<file path="src/hdl/scm_pkg.sv">
// Shared types, constants and helpers for the SIEVE cache slot manager.
package scm_pkg;

   localparam int SLOTS      = 64;
   localparam int IDX_W      = $clog2(SLOTS);
   localparam int CNT_W      = $clog2(SLOTS + 1);
   localparam int KEY_W      = 32;
   localparam int VER_W      = 32;
   localparam int SLOT_OUT_W = 6;

   typedef logic [IDX_W-1:0] idx_type;
   typedef logic [CNT_W-1:0] cnt_type;
   typedef logic [KEY_W-1:0] key_type;
   typedef logic [VER_W-1:0] ver_type;

   localparam idx_type IDX_LAST = IDX_W'(SLOTS - 1);
   localparam cnt_type FULL_CNT = CNT_W'(SLOTS);

   typedef enum logic [1:0] {
      STAT_HIT     = 2'd0,
      STAT_STALE   = 2'd1,
      STAT_MISS    = 2'd2,
      STAT_INVALID = 2'd3
   } status_type;

   typedef enum logic [2:0] {
      SEQ_IDLE,
      SEQ_SCAN,
      SEQ_HIT_VER,
      SEQ_SWEEP,
      SEQ_EVICT,
      SEQ_INSERT,
      SEQ_WRITE,
      SEQ_DONE
   } seq_state_type;

   // Slot RAM control from the sequencer
   typedef struct packed {
      logic    we;
      idx_type wr_addr;
      key_type wr_key;
      ver_type wr_ver;
      idx_type rd_addr;
   } ram_ctl_type;

   // One finished transaction result
   typedef struct packed {
      status_type                  status;
      logic [SLOT_OUT_W-1:0]       slot;
      logic                        evicted;
      key_type                     evicted_key;
   } result_type;

   // Circular successor of a slot index
   function automatic idx_type next_idx(input idx_type idx);
      return (idx == IDX_LAST) ? '0 : idx + 1'b1;
   endfunction

   // Slot index as reported on the result port, kept to its low 6 bits
   function automatic logic [SLOT_OUT_W-1:0] slot_out(input idx_type idx);
      logic [IDX_W+SLOT_OUT_W-1:0] wide;
      wide = {{SLOT_OUT_W{1'b0}}, idx};
      return wide[SLOT_OUT_W-1:0];
   endfunction

endpackage

</file>
<file path="src/hdl/scm_sequencer.sv">
// Lookup, SIEVE sweep and insert sequencer around one shared equality comparator.
module scm_sequencer
   import scm_pkg::*;
(
   input  logic        clock,
   input  logic        reset,
   input  logic        req_valid,
   output logic        req_stall,
   input  key_type     req_key,
   input  ver_type     req_version,
   output ram_ctl_type ram_ctl,
   input  key_type     key_rd,
   input  ver_type     ver_rd,
   input  logic        out_free,
   output logic        res_valid,
   output result_type  res
);

   seq_state_type    state_ff, state_in;
   idx_type          ptr_ff, ptr_in;
   idx_type          step_ff, step_in;
   logic             pass_ff, pass_in;
   idx_type          target_ff, target_in;
   key_type          key_ff, key_in;
   ver_type          ver_ff, ver_in;
   logic [SLOTS-1:0] valid_ff, valid_in;
   logic [SLOTS-1:0] visited_ff, visited_in;
   idx_type          evict_hand_ff, evict_hand_in;
   idx_type          insert_hand_ff, insert_hand_in;
   cnt_type          occ_ff, occ_in;
   logic             evicted_ff, evicted_in;
   key_type          ev_key_ff, ev_key_in;
   status_type       status_ff, status_in;

   logic             cmp_eq;
   key_type          cmp_a;
   key_type          cmp_b;

   // Shared comparator: versions on a hit, keys otherwise
   always_comb begin
      cmp_a  = (state_ff == SEQ_HIT_VER) ? ver_rd : key_rd;
      cmp_b  = (state_ff == SEQ_HIT_VER) ? ver_ff : key_ff;
      cmp_eq = (cmp_a == cmp_b);
   end

   // Hold control state, reset clears tables and hands
   always_ff @(posedge clock) begin
      if (reset) begin
         state_ff       <= SEQ_IDLE;
         valid_ff       <= '0;
         visited_ff     <= '0;
         evict_hand_ff  <= '0;
         insert_hand_ff <= '0;
         occ_ff         <= '0;
      end else begin
         state_ff       <= state_in;
         valid_ff       <= valid_in;
         visited_ff     <= visited_in;
         evict_hand_ff  <= evict_hand_in;
         insert_hand_ff <= insert_hand_in;
         occ_ff         <= occ_in;
      end
   end

   // Working registers of the current transaction
   always_ff @(posedge clock) begin
      ptr_ff     <= ptr_in;
      step_ff    <= step_in;
      pass_ff    <= pass_in;
      target_ff  <= target_in;
      key_ff     <= key_in;
      ver_ff     <= ver_in;
      evicted_ff <= evicted_in;
      ev_key_ff  <= ev_key_in;
      status_ff  <= status_in;
   end

   // Next state and outputs
   always_comb begin
      state_in        = state_ff;
      ptr_in          = ptr_ff;
      step_in         = step_ff;
      pass_in         = pass_ff;
      target_in       = target_ff;
      key_in          = key_ff;
      ver_in          = ver_ff;
      valid_in        = valid_ff;
      visited_in      = visited_ff;
      evict_hand_in   = evict_hand_ff;
      insert_hand_in  = insert_hand_ff;
      occ_in          = occ_ff;
      evicted_in      = evicted_ff;
      ev_key_in       = ev_key_ff;
      status_in       = status_ff;
      req_stall       = 1'b1;
      res_valid       = 1'b0;
      ram_ctl.we      = 1'b0;
      ram_ctl.wr_addr = target_ff;
      ram_ctl.wr_key  = key_ff;
      ram_ctl.wr_ver  = ver_ff;
      ram_ctl.rd_addr = ptr_ff;

      unique case (state_ff)
         SEQ_IDLE: begin
            req_stall       = 1'b0;
            ram_ctl.rd_addr = '0;
            if (req_valid) begin
               key_in     = req_key;
               ver_in     = req_version;
               evicted_in = 1'b0;
               ev_key_in  = '0;
               ptr_in     = '0;
               if (req_key == '0) begin
                  status_in = STAT_INVALID;
                  target_in = '0;
                  state_in  = SEQ_DONE;
               end else begin
                  state_in = SEQ_SCAN;
               end
            end
         end

         // Compare one slot per cycle, prefetch the next
         SEQ_SCAN: begin
            if (valid_ff[ptr_ff] && cmp_eq) begin
               target_in       = ptr_ff;
               ram_ctl.rd_addr = ptr_ff;
               state_in        = SEQ_HIT_VER;
            end else if (ptr_ff == IDX_LAST) begin
               if (occ_ff == FULL_CNT) begin
                  ptr_in   = next_idx(evict_hand_ff);
                  step_in  = IDX_W'(1);
                  pass_in  = 1'b0;
                  state_in = SEQ_SWEEP;
               end else begin
                  ptr_in   = insert_hand_ff;
                  state_in = SEQ_INSERT;
               end
            end else begin
               ptr_in          = next_idx(ptr_ff);
               ram_ctl.rd_addr = next_idx(ptr_ff);
            end
         end

         // Check the stored version, refresh it and mark visited
         SEQ_HIT_VER: begin
            status_in             = cmp_eq ? STAT_HIT : STAT_STALE;
            ram_ctl.we            = 1'b1;
            visited_in[target_ff] = 1'b1;
            state_in              = SEQ_DONE;
         end

         // Walk the hand: clear visited, stop at the first unvisited slot
         SEQ_SWEEP: begin
            ram_ctl.rd_addr = ptr_ff;
            if (valid_ff[ptr_ff] && !visited_ff[ptr_ff]) begin
               target_in     = ptr_ff;
               evict_hand_in = ptr_ff;
               state_in      = SEQ_EVICT;
            end else begin
               if (valid_ff[ptr_ff]) begin
                  visited_in[ptr_ff] = 1'b0;
               end
               if (step_ff == IDX_LAST) begin
                  if (!pass_ff) begin
                     ptr_in  = next_idx(evict_hand_ff);
                     step_in = IDX_W'(1);
                     pass_in = 1'b1;
                  end else begin
                     target_in       = evict_hand_ff;
                     ram_ctl.rd_addr = evict_hand_ff;
                     state_in        = SEQ_EVICT;
                  end
               end else begin
                  ptr_in  = next_idx(ptr_ff);
                  step_in = step_ff + 1'b1;
               end
            end
         end

         // Capture the victim key
         SEQ_EVICT: begin
            evicted_in = 1'b1;
            ev_key_in  = key_rd;
            state_in   = SEQ_WRITE;
         end

         // Find a free slot from the insert hand
         SEQ_INSERT: begin
            if (!valid_ff[ptr_ff]) begin
               target_in      = ptr_ff;
               insert_hand_in = ptr_ff;
               state_in       = SEQ_WRITE;
            end else begin
               ptr_in = next_idx(ptr_ff);
            end
         end

         // Place the new key
         SEQ_WRITE: begin
            ram_ctl.we            = 1'b1;
            valid_in[target_ff]   = 1'b1;
            visited_in[target_ff] = 1'b1;
            if (!evicted_ff) begin
               occ_in = occ_ff + 1'b1;
            end
            status_in = STAT_MISS;
            state_in  = SEQ_DONE;
         end

         // Hand the result over once the output register is free
         SEQ_DONE: begin
            if (out_free) begin
               res_valid = 1'b1;
               state_in  = SEQ_IDLE;
            end
         end

         default: begin
            state_in = SEQ_IDLE;
         end
      endcase
   end

   always_comb begin
      res.status      = status_ff;
      res.slot        = slot_out(target_ff);
      res.evicted     = evicted_ff;
      res.evicted_key = ev_key_ff;
   end

   // Occupancy never exceeds the table size
   assert property (@(posedge clock) disable iff (reset) occ_ff <= FULL_CNT)
      else $error("occupancy above slot count");

   // A sweep only runs on a full table
   assert property (@(posedge clock) disable iff (reset)
      state_ff == SEQ_SWEEP |-> occ_ff == FULL_CNT)
      else $error("sweep on a table with free slots");

   // An eviction is only reported for a miss
   assert property (@(posedge clock) disable iff (reset)
      res_valid && res.evicted |-> res.status == STAT_MISS)
      else $error("eviction reported without a miss");

   // Valid count follows occupancy
   assert property (@(posedge clock) disable iff (reset)
      state_ff == SEQ_IDLE |-> CNT_W'($countones(valid_ff)) == occ_ff)
      else $error("valid bits disagree with occupancy");

   // A placed or hit slot is left visited
   assert property (@(posedge clock) disable iff (reset)
      (state_ff == SEQ_WRITE || state_ff == SEQ_HIT_VER) |=> visited_ff[$past(target_ff)])
      else $error("target slot not marked visited");

endmodule

</file>
<file path="config.mk">
export PLATFORM = sky130hd
export DESIGN_NAME = scm_sequencer
export DESIGN_NICKNAME = d
export VERILOG_FILES = /design/src/hdl/scm_pkg.sv /design/src/hdl/scm_sequencer.sv
export SDC_FILE = /design/constraint.sdc
export NUM_CORES = 1
export LEC_CHECK = 0
export BUFFER_PORTS_ARGS = -buffer_cell sky130_fd_sc_hd__buf_2
export CELL_PAD_IN_SITES_DETAIL_PLACEMENT = 1
export CELL_PAD_IN_SITES_GLOBAL_PLACEMENT = 2
export CORE_ASPECT_RATIO = 0.7
export CORE_MARGIN = 1.5
export CORE_UTILIZATION = 38
export CTS_BUF_LIST = sky130_fd_sc_hd__clkbuf_8
export DETAILED_ROUTE_END_ITERATION = 16
export GPL_TIMING_DRIVEN = 0
export PLACE_DENSITY = 0.88
export SYNTH_ARGS = -nofsm -noshare
export SYNTH_HDL_FRONTEND = slang
export SYNTH_SLANG_ARGS = --single-unit
</file>
<file path="constraint.sdc">
create_clock -name clock -period 5.5 [get_ports clock]
set_input_delay 1.1 -clock clock [delete_from_list [all_inputs] [get_ports clock]]
set_output_delay 1.1 -clock clock [all_outputs]
set_load 0.05 [all_outputs]
</file>
# Word-level counts from Yosys, hierarchy flattened
# Cells that the tools add are included.
dict set report classes {
  muxes 74
  add_sub_neg 4
  n_eq_ne 28
  order_cmp 4
  bitwise_logic 6
  reduce_logical 25
}
# operator n
set ops {}
lappend ops {{$mux 6} 28}
lappend ops {{$mux 64} 2}
lappend ops {{$or 64x64->64} 2}
lappend ops {{$pmux 64 s2} 1}
lappend ops {{$mux 32} 3}
lappend ops {{$and 64x64->64} 1}
lappend ops {{$not 64->64} 1}
lappend ops {{$pmux 32 s2} 1}
lappend ops {{$pmux 6 s4} 2}
lappend ops {{$eq 32x32->1} 1}
lappend ops {{$logic_not 32->1} 1}
lappend ops {{$mux 3} 10}
lappend ops {{$ne 2x2->1 const B} 12}
lappend ops {{$reduce_and 6->1} 4}
lappend ops {{$pmux 3 s7} 1}
lappend ops {{$add 6x1->6 const B} 3}
lappend ops {{$eq 6x6->1 const B} 3}
lappend ops {{$pmux 6 s3} 1}
lappend ops {{$mux 1} 15}
lappend ops {{$lt 6x7->1 const B} 2}
lappend ops {{$bmux 1 s6} 2}
lappend ops {{$demux 1 s6} 2}
lappend ops {{$eq 3x3->1 const B} 4}
lappend ops {{$ge 6x1->1 const B} 2}
lappend ops {{20 further kinds} 37}
dict set report totals {
  inputBits 132
  output_inout_bits 120
  word_cells 156
  register_bits 268
}

# Longest topological paths before layout
# Gate-level depths: netlist of the first run.
dict set report logic_depth {
  word_depth 9
  depth_mapped 14
  mapped_depth_nobuf 9
}

# Worst setup path before layout of the first run
# Ideal clock, no wire load.
dict set report synth_path {
  path_kind {input-to-output}
  startpoint {in key_rd[13]}
  endpoint {out ram_ctl[1] in the netlist's numbering}
  path_stages 10
  n_path_buf 1
  t_arrival_ns 3.357
  required_ns 4.400
  path_slack_ns 1.043
  path_cell_list {xor2_1 -> nor4_1 -> nand4_1 -> nor3_1 -> o22ai_1 -> nor2b_4 -> buf_6 -> nor2_1 -> o32a_1 -> a32oi_1}
}
# item line
set synth_rtl {}
lappend synth_rtl {{start, declared} scm_sequencer.sv:12} ;# input key_type key_rd,
lappend synth_rtl {{end, declared} scm_sequencer.sv:11} ;# output ram_ctl_type ram_ctl,

==> results of run 1 <==
-- Yosys cell counts (30+ instances only) --
master and instances:
xnor2_1 30, edfxtp_1 118, nand2_1 38, dfxtp_1 150, a21oi_1 149, a211oi_1 64, clkbuf_1 50, nor2_1 148
xor2_1 51, and2_1 39, mux2i_1 30
-- critical path: stages, from the launching register on --
cell	delay, ns
edfxtp_1	0.38
clkbuf_4	0.23
clkbuf_4	0.28
buf_2	0.28
a221oi_1	0.35
o22ai_1	0.21
a22oi_2	0.22
nand4_2	0.26
buf_6	0.24
a21oi_1	0.38
mux2_2	0.40
a211o_1	0.30
buf_2	0.22
-- state kept, by name, summed over array words and instances (netlist names) --
| signal | count |
|---|---|
| state_ff | 3 |
| evicted_ff | 1 |
| status_ff | 2 |
| ptr_ff | 6 |
| ver_ff | 32 |
| ev_key_ff | 32 |
| occ_ff | 7 |
| step_ff | 6 |
| insert_hand_ff | 6 |
| valid_ff | 64 |
| pass_ff | 1 |
| evict_hand_ff | 6 |
| key_ff | 32 |
| target_ff | 6 |
| visited_ff | 64 |
-- layout make-up --
cell class	count	area [um^2]	share of cell area
Inverter	16	63.8	0.00429
Clock buffer	50	688	0.0462
Clock inverter	26	100	0.00672
Timing Repair Buffer	253	1280	0.0859
Multi-Input combinational cell	821	5270	0.354
Buffer	81	417	0.0280
Tap cell	420	526	0.0353
Sequential cell	268	6550	0.440
-- cell families (layout without fill, tap and decap cells) --
logic type | after synthesis | count (layout) | share of synthesized area
AO/OA/AOI/OAI | 330 | 330 | 0.176
XOR/XNOR | 81 | 81 | 0.0579
adder cells (fa/ha/maj) | 6 | 6 | 0.00613
buffers and inverters | 97 | 426 | 0.0384
flip-flops | 268 | 268 | 0.535
multiplexers | 43 | 43 | 0.0399
AND/OR/NAND/NOR | 361 | 361 | 0.147
-- power breakdown --
group	switching [W]	internal, W	leakage, nW
logic	0.00240	0.000752	2.82
clock network	0.000825	0.000822	0.480
registers	0.000127	0.00242	2.33
-- path summary, 6_finish.rpt --
check	startpoint	to	slack, ns
setup / recovery	ptr_ff[2]	ram_ctl[4]	0.07
hold / removal	valid_ff[32]	valid_ff[32]	0.46
setup reg to reg	ptr_ff[2]	visited_ff[48]	1.50
hold reg to reg	valid_ff[32]	valid_ff[32]	0.46
-- metrics by stage --
| stage | instances | power (W) | utilization | worst slack (ns) | hold WS, ns |
|---|---|---|---|---|---|
| after floorplan | 1186 | 0.00462 | - | 1.04 | 0.429 |
| after global placement | 1856 | 0.00558 | 0.446 | 0.581 | 0.441 |
| after detailed placement | 1858 | 0.00564 | 0.448 | 0.611 | 0.453 |
| after CTS | 1934 | 0.00728 | 0.473 | 0.00467 | 0.468 |
| after global routing | 1935 | 0.00761 | 0.474 | -0.00174 | 0.492 |
| final | 1935 | 0.00734 | 0.474 | 0.0712 | 0.462 |
-- per-layer routing --
layer / vias to the layer above / wire length (um) / share of wire
met5: - / 0 / 0
met4: 0 / 1120 / 0.024
met2: 481 / 21000 / 0.44
met3: 94 / 3740 / 0.079
met1: 5538 / 21500 / 0.45
li1: 4963 / - / -
-- timing repair --
item / 4_1_cts / 5_1_grt
gates resized for setup: 0 / 10
buffers inserted: 0 / 0
setup endpoints to repair: 0 / 6
==> impl_metrics.xml, run 1 <==
<?xml version="1.0" encoding="UTF-8"?>
<metrics>
  <group name="run_status">
    <metric name="run_status" unit="">finished clean</metric>
  </group>
  <group name="routing">
    <metric name="vias" unit="">11100</metric>
    <metric name="remaining_drc_errors" unit="">0</metric>
    <metric name="wl_per_cell" unit="um">24.5</metric>
    <metric name="via_per_inst" unit="">5.72</metric>
    <metric name="drt-total-wl" unit="um">47300</metric>
    <metric name="1st_iter_drt_viols" unit="">1008</metric>
    <metric name="drt_pass_1_iters" unit="">5</metric>
    <metric name="antenna_left" unit="">0</metric>
  </group>
  <group name="cts">
    <metric name="clock_tree.buffer_depth" unit="">3</metric>
    <metric name="cts_tree" unit="">done</metric>
    <metric name="post_cts_hold_buffer_count" unit="">0</metric>
    <metric name="cts.root.buffer_cell" unit="">clkbuf_8</metric>
    <metric name="cts_sinks" unit="">268</metric>
    <metric name="h_tree_depth_reported_by_cts" unit="">2</metric>
    <metric name="tritoncts_buffer_count" unit="">44</metric>
    <metric name="insertion_delay" unit="ns">0.58</metric>
    <metric name="cts.reportedPaths.clkPinSlew" unit="ns">0.06</metric>
  </group>
  <group name="logic_synthesis">
    <metric name="area_share_of_the_largest_cell_type_after_synthesis" unit="">0.289</metric>
    <metric name="synthDominantAreaCellType" unit="">edfxtp_1</metric>
    <metric name="number_of_enable_flip_flop_cells_after_synthesis" unit="">118</metric>
    <metric name="post_synth.cell_area_avg" unit="um^2">10.3</metric>
    <metric name="synth-seq-area-share" unit="">0.535</metric>
    <metric name="synth_cell_type_count" unit="">77</metric>
    <metric name="post_synth_instance_area" unit="mm^2">0.0122</metric>
    <metric name="synth_top_flop_cell" unit="">dfxtp_1</metric>
    <metric name="synthesis.nets" unit="">1324</metric>
    <metric name="synth_seq_cells" unit="">268</metric>
    <metric name="syn-instance-count" unit="">1186</metric>
    <metric name="synth_warnings" unit="">0</metric>
    <metric name="netlist_top_cells_area" unit="">edfxtp_1 (29%), dfxtp_1 (25%), a21oi_1 (6.1%)</metric>
    <metric name="async_reset_ff_frac" unit="">0</metric>
  </group>
  <group name="power">
    <metric name="power_leakage" unit="nW">5.63</metric>
    <metric name="power-per-cell-area" unit="mW/mm^2">493</metric>
    <metric name="peak_vdd_ir" unit="uV">297</metric>
  </group>
  <group name="sta">
    <metric name="maxSlewHeadroom" unit="">0.139</metric>
    <metric name="fin_skew" unit="ns">0.0258</metric>
    <metric name="worstMarginPinSlew" unit="ns">1.29</metric>
    <metric name="post-route-period-util" unit="">0.987</metric>
    <metric name="setup_total_neg_slack" unit="ns">0</metric>
    <metric name="final_hold_viol_count" unit="">0</metric>
    <metric name="timing.final.max_slew_violations" unit="">0</metric>
    <metric name="setup_viol" unit="">0</metric>
    <metric name="layout_min_cycle_time" unit="ns">5.43</metric>
    <metric name="clock.fmax" unit="MHz">184</metric>
  </group>
  <group name="final_layout">
    <metric name="number_of_antenna_diodes" unit="">0</metric>
    <metric name="most-common-layout-cells" unit="">buf_2 (258), dfxtp_1 (150), a21oi_1 (149)</metric>
    <metric name="fillerInstances" unit="">3634</metric>
    <metric name="mostFrequentLayoutCell" unit="">buf_2</metric>
    <metric name="layout-area-overhead-vs-synth" unit="%">21.6</metric>
    <metric name="final_nets" unit="">1623</metric>
    <metric name="share_of_cells_above_drive_strength_1" unit="">0.246</metric>
    <metric name="stdcell_area" unit="mm^2">0.0149</metric>
  </group>
  <group name="min_path">
    <metric name="min-delay-path-class" unit="">flop to flop</metric>
    <metric name="number_of_stages_on_the_worst_hold_path" unit="">2</metric>
  </group>
  <group name="global_routing">
    <metric name="grt_start_max_net_pins" unit="">66</metric>
    <metric name="antenna_violations_before_repair" unit="">0</metric>
    <metric name="grt_most_used_layer" unit="">met2</metric>
    <metric name="met2_usage" unit="">0.426</metric>
    <metric name="grt_remaining_overflow" unit="">0</metric>
    <metric name="via_count_of_the_first_global_routing_pass" unit="">11300</metric>
    <metric name="grtUsageMet1" unit="">0.396</metric>
    <metric name="grtUsageMet3" unit="">0.0671</metric>
    <metric name="wire_length_of_the_first_global_routing_pass" unit="um">70100</metric>
    <metric name="globalRouteTotalUtil" unit="">0.280</metric>
  </group>
  <group name="setup_path">
    <metric name="timing.critical_path.to_type" unit="">output port</metric>
    <metric name="cp_max_fo" unit="">10</metric>
    <metric name="crit_path_start_kind" unit="">flop</metric>
    <metric name="reg2regPathDepth" unit="">11</metric>
    <metric name="crit_type" unit="">flop to output port</metric>
    <metric name="data_required_time_at_the_worst_endpoint" unit="ns">4.40</metric>
    <metric name="worst-endpoint-arrival" unit="ns">4.33</metric>
  </group>
  <group name="floorplan">
    <metric name="die_h" unit="um">153</metric>
    <metric name="num_io_pins" unit="">252</metric>
    <metric name="die_area" unit="mm^2">0.0333</metric>
    <metric name="die_w" unit="um">218</metric>
    <metric name="floorplan.core_area" unit="mm^2">0.0314</metric>
    <metric name="initial_standard_cell_utilization_of_the_core" unit="">0.390</metric>
    <metric name="rows" unit="">54</metric>
  </group>
  <group name="placement">
    <metric name="portBuffers" unit="">250</metric>
    <metric name="dpl-instance-area" unit="mm^2">0.0141</metric>
    <metric name="dpl.hpwl" unit="um">34400</metric>
    <metric name="place_congestion" unit="">0.933</metric>
  </group>
  <group name="flow_run">
    <metric name="maxCapViolations" unit="">0</metric>
  </group>
</metrics>
Power figures use the tool's default switching activity.
==> inputs of run 2 (changes only) <==
Settings changed: CORE_UTILIZATION 38 to 25, PLACE_DENSITY 0.88 to 0.62.
==> impl_metrics.xml, run 2 (synthesis results as in run 1) <==
<?xml version="1.0" encoding="UTF-8"?>
<metrics>
  <group name="cts">
    <metric name="cts_sinks" unit="">268</metric>
    <metric name="clock_tree.buffer_depth" unit="">3</metric>
    <metric name="cts.root.buffer_cell" unit="">clkbuf_8</metric>
    <metric name="h_tree_depth_reported_by_cts" unit="">2</metric>
    <metric name="cts_tree" unit="">done</metric>
    <metric name="post_cts_hold_buffer_count" unit="">0</metric>
    <metric name="tritoncts_buffer_count" unit="">47</metric>
    <metric name="cts.reportedPaths.clkPinSlew" unit="ns">0.06</metric>
    <metric name="insertion_delay" unit="ns">0.63</metric>
  </group>
  <group name="setup_path">
    <metric name="reg2regPathDepth" unit="">14</metric>
    <metric name="worst-endpoint-arrival" unit="ns">4.20</metric>
    <metric name="crit_path_start_kind" unit="">flop</metric>
    <metric name="crit_type" unit="">flop to output port</metric>
    <metric name="reg2reg_to" unit="">target_ff[4]</metric>
    <metric name="data_required_time_at_the_worst_endpoint" unit="ns">4.40</metric>
    <metric name="launch_instance_of_the_worst_register_to_register_path" unit="">ptr_ff[0]</metric>
    <metric name="rrSetupSlack" unit="ns">1.47</metric>
    <metric name="cp_max_fo" unit="">10</metric>
    <metric name="timing.critical_path.to_type" unit="">output port</metric>
  </group>
  <group name="placement">
    <metric name="portBuffers" unit="">250</metric>
    <metric name="placed_cells" unit="">2093</metric>
    <metric name="place_congestion" unit="">0.902</metric>
    <metric name="dpl.hpwl" unit="um">38500</metric>
  </group>
  <group name="min_path">
    <metric name="hold-path-endpoint" unit="">valid_ff[36]</metric>
    <metric name="number_of_stages_on_the_worst_hold_path" unit="">2</metric>
    <metric name="min-delay-start" unit="">valid_ff[36]</metric>
    <metric name="min-delay-path-class" unit="">flop to flop</metric>
  </group>
  <group name="sta">
    <metric name="worstMarginPinSlew" unit="ns">1.40</metric>
    <metric name="rsz0062_at_grt" unit="">false</metric>
    <metric name="clock.fmax" unit="MHz">189</metric>
    <metric name="final_hold_viol_count" unit="">0</metric>
    <metric name="setup_viol" unit="">0</metric>
    <metric name="maxSlewHeadroom" unit="">0.0569</metric>
    <metric name="layout_min_cycle_time" unit="ns">5.30</metric>
    <metric name="fin_skew" unit="ns">0.0510</metric>
    <metric name="timing.final.max_slew_violations" unit="">0</metric>
    <metric name="setup_total_neg_slack" unit="ns">0</metric>
    <metric name="post-route-period-util" unit="">0.964</metric>
  </group>
  <group name="floorplan">
    <metric name="die_area" unit="mm^2">0.0503</metric>
    <metric name="initial_standard_cell_utilization_of_the_core" unit="">0.254</metric>
    <metric name="die_h" unit="um">188</metric>
    <metric name="floorplan.core_area" unit="mm^2">0.0481</metric>
    <metric name="die_w" unit="um">268</metric>
    <metric name="rows" unit="">67</metric>
    <metric name="num_io_pins" unit="">252</metric>
  </group>
  <group name="global_routing">
    <metric name="wire_length_of_the_first_global_routing_pass" unit="um">76200</metric>
    <metric name="globalRouteTotalUtil" unit="">0.206</metric>
    <metric name="grt_remaining_overflow" unit="">0</metric>
    <metric name="grt_start_max_net_pins" unit="">66</metric>
    <metric name="antenna_violations_before_repair" unit="">2</metric>
    <metric name="via_count_of_the_first_global_routing_pass" unit="">10900</metric>
  </group>
  <group name="routing">
    <metric name="antenna_left" unit="">0</metric>
    <metric name="wl_per_cell" unit="um">24.0</metric>
    <metric name="vias" unit="">10900</metric>
    <metric name="drt_pass_1_iters" unit="">5</metric>
    <metric name="remaining_drc_errors" unit="">0</metric>
    <metric name="drt-total-wl" unit="um">52400</metric>
    <metric name="via_per_inst" unit="">4.99</metric>
    <metric name="1st_iter_drt_viols" unit="">789</metric>
  </group>
  <group name="final_layout">
    <metric name="final_nets" unit="">1627</metric>
    <metric name="top_regs" unit="">valid_ff: 64 flops, visited_ff: 64 flops</metric>
    <metric name="fillerInstances" unit="">5593</metric>
    <metric name="post_route_insts_no_fill" unit="">2181</metric>
    <metric name="layout-area-overhead-vs-synth" unit="%">25.6</metric>
    <metric name="most-common-layout-cells" unit="">buf_2 (258), dfxtp_1 (150), nor2_1 (147), a21oi_1 (147), edfxtp_1 (118)</metric>
    <metric name="mostFrequentLayoutCell" unit="">buf_2</metric>
    <metric name="share_of_cells_above_drive_strength_1" unit="">0.259</metric>
  </group>
  <group name="flow_run">
    <metric name="maxCapViolations" unit="">0</metric>
  </group>
  <group name="power">
    <metric name="peak_vdd_ir" unit="uV">195</metric>
    <metric name="power_leakage" unit="nW">5.69</metric>
    <metric name="power-per-cell-area" unit="mW/mm^2">498</metric>
  </group>
  <group name="run_status">
    <metric name="run_status" unit="">finished clean</metric>
  </group>
</metrics>
[run 2: changes by cell type in the layout (fill, tap and decap cells not counted), moves of 2 or more]
cell / delta
clkinvlp_4: +4
a21oi_2: +2
inv_1: -5
a21oi_1: -2
clkbuf_8: +9
nor3_2: +2
nor3_1: -2
[run 2: critical path, cell delays in order, from the launching register on]
cell,delay [ns]
edfxtp_1,0.40
buf_4,0.22
buf_6,0.19
buf_6,0.17
buf_2,0.26
a2111oi_0,0.39
o31ai_1,0.12
nand3_1,0.15
nand4_2,0.23
buf_6,0.23
nor2b_4,0.14
buf_6,0.15
nand2b_1,0.25
nor2_1,0.28
a211o_1,0.13
buf_2,0.27
[run 2: area by class of cell]
cell class	instances	area [um^2]	area share
plain buffers	81	420	0.0273
clock buffers	59	812	0.0528
clock inverters	26	116	0.00757
well taps	655	820	0.0533
flip-flops and latches	268	6550	0.426
diodes	1	2.50	0.000163
multi-input cells	821	5300	0.345
inverters	16	63.8	0.00415
repair buffers	254	1290	0.0839
[run 2: what timing repair did]
| item | CTS | global route |
|---|---|---|
| endpoints found under the hold margin | 0 | 0 |
| pin swaps | 0 | 1 |
| gates resized for setup | 5 | 16 |
| endpoints found under the setup margin | 6 | 6 |
| setup buffers | 0 | 1 |
[run 2: through the flow]
| step | area (um^2) | worst slack, ns | util | hold WS [ns] | total power (W) |
|---|---|---|---|---|---|
| floorplan | 12200 | 1.04 | - | 0.429 | 0.00462 |
| global placement | 14300 | 0.404 | 0.297 | 0.443 | 0.00573 |
| detailed placement | 14400 | 0.327 | 0.299 | 0.452 | 0.00576 |
| CTS | 15300 | 0.0193 | 0.318 | 0.471 | 0.00767 |
| global route | 15400 | 0.0281 | 0.320 | 0.499 | 0.00799 |
| finish | 15400 | 0.199 | 0.320 | 0.462 | 0.00766 |
[run 2: worst max path at each step]
stage | start | to | slack, ns | depth (start not counted)
after CTS | ptr_ff[0] | ram_ctl[1] | 0.02 | 12
after global placement | ptr_ff[2] | ram_ctl[5] | 0.40 | 14
final | ptr_ff[0] | ram_ctl[4] | 0.20 | 15
after floorplan | key_rd[13] | ram_ctl[1] | 1.04 | 10
after global routing | ptr_ff[0] | ram_ctl[5] | 0.03 | 15
after detailed placement | key_rd[16] | ram_ctl[5] | 0.33 | 12
[run 2: where the power goes]
part / total, W / leakage [nW] / switching [W] / internal [W]
Sequential: 0.00254 / 2.33 / 0.000124 / 0.00242
Combinational: 0.00325 / 2.84 / 0.00249 / 0.000764
Clock: 0.00187 / 0.523 / 0.000905 / 0.000963
[run 2: metal layers]
layer  GRT usage  part of all wire  up-vias
met5           0                 0        -
met4      0.0489             0.019        0
met3      0.0306             0.057       70
met2       0.300              0.43      325
li1            -                 -     4974
met1       0.316              0.49     5505
==> inputs of run 3 (changes only) <==
==> constraint.sdc (replaced) <==
create_clock -name clock -period 5.5 [get_ports clock]
set_input_delay 0.275 -clock clock [delete_from_list [all_inputs] [get_ports clock]]
set_output_delay 0.275 -clock clock [all_outputs]
set_load 0.05 [all_outputs]
==> impl_metrics.xml, run 3 (synthesis results as in run 1) <==
<?xml version="1.0" encoding="UTF-8"?>
<metrics>
  <group name="power">
    <metric name="switching_power" unit="W">0.00352</metric>
    <metric name="switching_share" unit="">0.458</metric>
    <metric name="power-per-cell-area" unit="mW/mm^2">473</metric>
    <metric name="power_frac_comb" unit="">0.425</metric>
    <metric name="internal_power" unit="W">0.00417</metric>
    <metric name="power_leakage" unit="nW">6.07</metric>
    <metric name="power.sequential.fraction" unit="">0.331</metric>
    <metric name="peak_vdd_ir" unit="uV">197</metric>
    <metric name="power_frac_clock" unit="">0.244</metric>
  </group>
  <group name="setup_path">
    <metric name="crit_type" unit="">flop to output port</metric>
    <metric name="crit_path_start_kind" unit="">flop</metric>
    <metric name="cp_slowest_stage_delay" unit="ns">0.72</metric>
    <metric name="worst-endpoint-arrival" unit="ns">4.78</metric>
    <metric name="timing.critical_path.to_type" unit="">output port</metric>
    <metric name="critical-path-slowest-cell" unit="">clkbuf_1</metric>
    <metric name="data_required_time_at_the_worst_endpoint" unit="ns">5.22</metric>
    <metric name="cp_max_fo" unit="">10</metric>
    <metric name="crit_path_cell_trace" unit="">buf_2 -&gt; inv_1 -&gt; clkbuf_1 -&gt; a221oi_1 -&gt; o21ai_0 -&gt; o2111ai_2 -&gt; nand4_2 -&gt; buf_6 -&gt; nor2b_4 -&gt; buf_6 -&gt; a211oi_2 -&gt; a21oi_1 -&gt; a221o_1 -&gt; buf_2</metric>
  </group>
  <group name="placement">
    <metric name="place_congestion" unit="">0.902</metric>
    <metric name="portBuffers" unit="">250</metric>
    <metric name="dpl.hpwl" unit="um">38500</metric>
  </group>
  <group name="floorplan">
    <metric name="die_area" unit="mm^2">0.0503</metric>
    <metric name="die_h" unit="um">188</metric>
    <metric name="num_io_pins" unit="">252</metric>
    <metric name="initial_standard_cell_utilization_of_the_core" unit="">0.254</metric>
    <metric name="die_w" unit="um">268</metric>
    <metric name="floorplan.core_area" unit="mm^2">0.0481</metric>
    <metric name="rows" unit="">67</metric>
  </group>
  <group name="sta">
    <metric name="worstMarginPinSlew" unit="ns">1.39</metric>
    <metric name="layout_min_cycle_time" unit="ns">5.05</metric>
    <metric name="post-route-period-util" unit="">0.919</metric>
    <metric name="clock.fmax" unit="MHz">198</metric>
    <metric name="rsz0062_at_grt" unit="">false</metric>
    <metric name="maxSlewHeadroom" unit="">0.0648</metric>
    <metric name="final_hold_viol_count" unit="">0</metric>
    <metric name="setup_total_neg_slack" unit="ns">0</metric>
    <metric name="fin_skew" unit="ns">0.0559</metric>
    <metric name="timing.final.max_slew_violations" unit="">0</metric>
    <metric name="setup_viol" unit="">0</metric>
    <metric name="final.hold.worst_slack" unit="ns">0.0581</metric>
  </group>
  <group name="global_routing">
    <metric name="wire_length_of_the_first_global_routing_pass" unit="um">78700</metric>
    <metric name="antenna_violations_before_repair" unit="">2</metric>
    <metric name="globalRouteTotalUtil" unit="">0.211</metric>
    <metric name="grt_start_max_net_pins" unit="">66</metric>
    <metric name="grt_remaining_overflow" unit="">0</metric>
    <metric name="via_count_of_the_first_global_routing_pass" unit="">11500</metric>
  </group>
  <group name="routing">
    <metric name="antenna_left" unit="">0</metric>
    <metric name="drt-total-wl" unit="um">53500</metric>
    <metric name="wl_per_cell" unit="um">23.5</metric>
    <metric name="drt_pass_1_iters" unit="">5</metric>
    <metric name="1st_iter_drt_viols" unit="">835</metric>
    <metric name="remaining_drc_errors" unit="">0</metric>
    <metric name="vias" unit="">11300</metric>
    <metric name="via_per_inst" unit="">4.98</metric>
  </group>
  <group name="cts">
    <metric name="tritoncts_buffer_count" unit="">47</metric>
    <metric name="cts.reportedPaths.clkPinSlew" unit="ns">0.07</metric>
    <metric name="insertion_delay" unit="ns">0.63</metric>
    <metric name="cts.root.buffer_cell" unit="">clkbuf_8</metric>
    <metric name="h_tree_depth_reported_by_cts" unit="">2</metric>
    <metric name="cts.repair_timing.setup_buffer_count" unit="">0</metric>
    <metric name="clock_tree.buffer_depth" unit="">3</metric>
    <metric name="cts_tree" unit="">done</metric>
    <metric name="cts_sinks" unit="">268</metric>
  </group>
  <group name="final_layout">
    <metric name="most-common-layout-cells" unit="">buf_2 (262), dfxtp_1 (150), a21oi_1 (149)</metric>
    <metric name="layout-area-overhead-vs-synth" unit="%">32.8</metric>
    <metric name="mostFrequentLayoutCell" unit="">buf_2</metric>
    <metric name="final_nets" unit="">1721</metric>
    <metric name="share_of_cells_above_drive_strength_1" unit="">0.239</metric>
    <metric name="top_regs" unit="">valid_ff: 64 flops, visited_ff: 64 flops</metric>
    <metric name="final_util" unit="">0.338</metric>
  </group>
  <group name="min_path">
    <metric name="min-delay-path-class" unit="">input port to flop</metric>
  </group>
  <group name="flow_run">
    <metric name="maxCapViolations" unit="">0</metric>
  </group>
  <group name="run_status">
    <metric name="run_status" unit="">finished clean</metric>
  </group>
</metrics>
run 3: metrics by stage:
step	worst slack, ns	total power [W]	area [um^2]	std cells
6_report	0.447	0.00769	16300	2275
3_3_place_gp	1.11	0.00573	14300	2091
2_1_floorplan	1.93	0.00462	12200	1186
5_1_grt	0.331	0.00801	16300	2275
4_1_cts	0.505	0.00771	16300	2273
3_5_place_dp	1.12	0.00576	14400	2093
run 3: area by class of cell:
type	count	area, um^2
Inverter	16	60.1
Buffer	81	410
Clock inverter	26	116
Multi-Input combinational cell	821	5270
Antenna cell	1	2.50
Timing Repair Buffer	348	2230
Clock buffer	59	812
Tap cell	655	820
Sequential cell	268	6550
Fill cell	5575	31900
run 3: timing repair:
action / CTS / global route
setup endpoints to repair: 0 / 0
hold buffers: 95 / 0
endpoints found under the hold margin: 95 / 0
gates resized for setup: 0 / 0
run 3: worst max-delay path, delay by kind of cell, from the launching register on:
kind	cells	cell delay (ns)
buffers and inverters	6	1.90
AO/OA/AOI/OAI	6	1.48
flip-flops	1	0.39
AND/OR/NAND/NOR	2	0.38
run 3: power by group through the flow:
stage | clock, W | sequential (W) | combinational, W
2_1_floorplan | 0 | 0.00316 | 0.00146
3_3_place_gp | 0 | 0.00259 | 0.00315
3_5_place_dp | 0 | 0.00259 | 0.00318
4_1_cts | 0.00192 | 0.00255 | 0.00325
5_1_grt | 0.00202 | 0.00257 | 0.00342
6_report | 0.00187 | 0.00254 | 0.00327
run 3: path summary, 6_finish.rpt:
| kind | from | to | slack, ns | cells after the start |
|---|---|---|---|---|
| worst max-delay path | ptr_ff[2] | ram_ctl[5] | 0.45 | 14 |
| worst min-delay path | req_valid | state_ff[0] | 0.06 | 3 |
| worst max register to register | ptr_ff[2] | target_ff[4] | 0.95 | 13 |
| worst min register to register | valid_ff[36] | valid_ff[36] | 0.46 | 2 |
run 3: per-layer routing:
layer	routed length, um	track usage
met1	26600	0.319
met2	23300	0.312
met3	2690	0.0313
met4	997	0.0502
met5	0	0
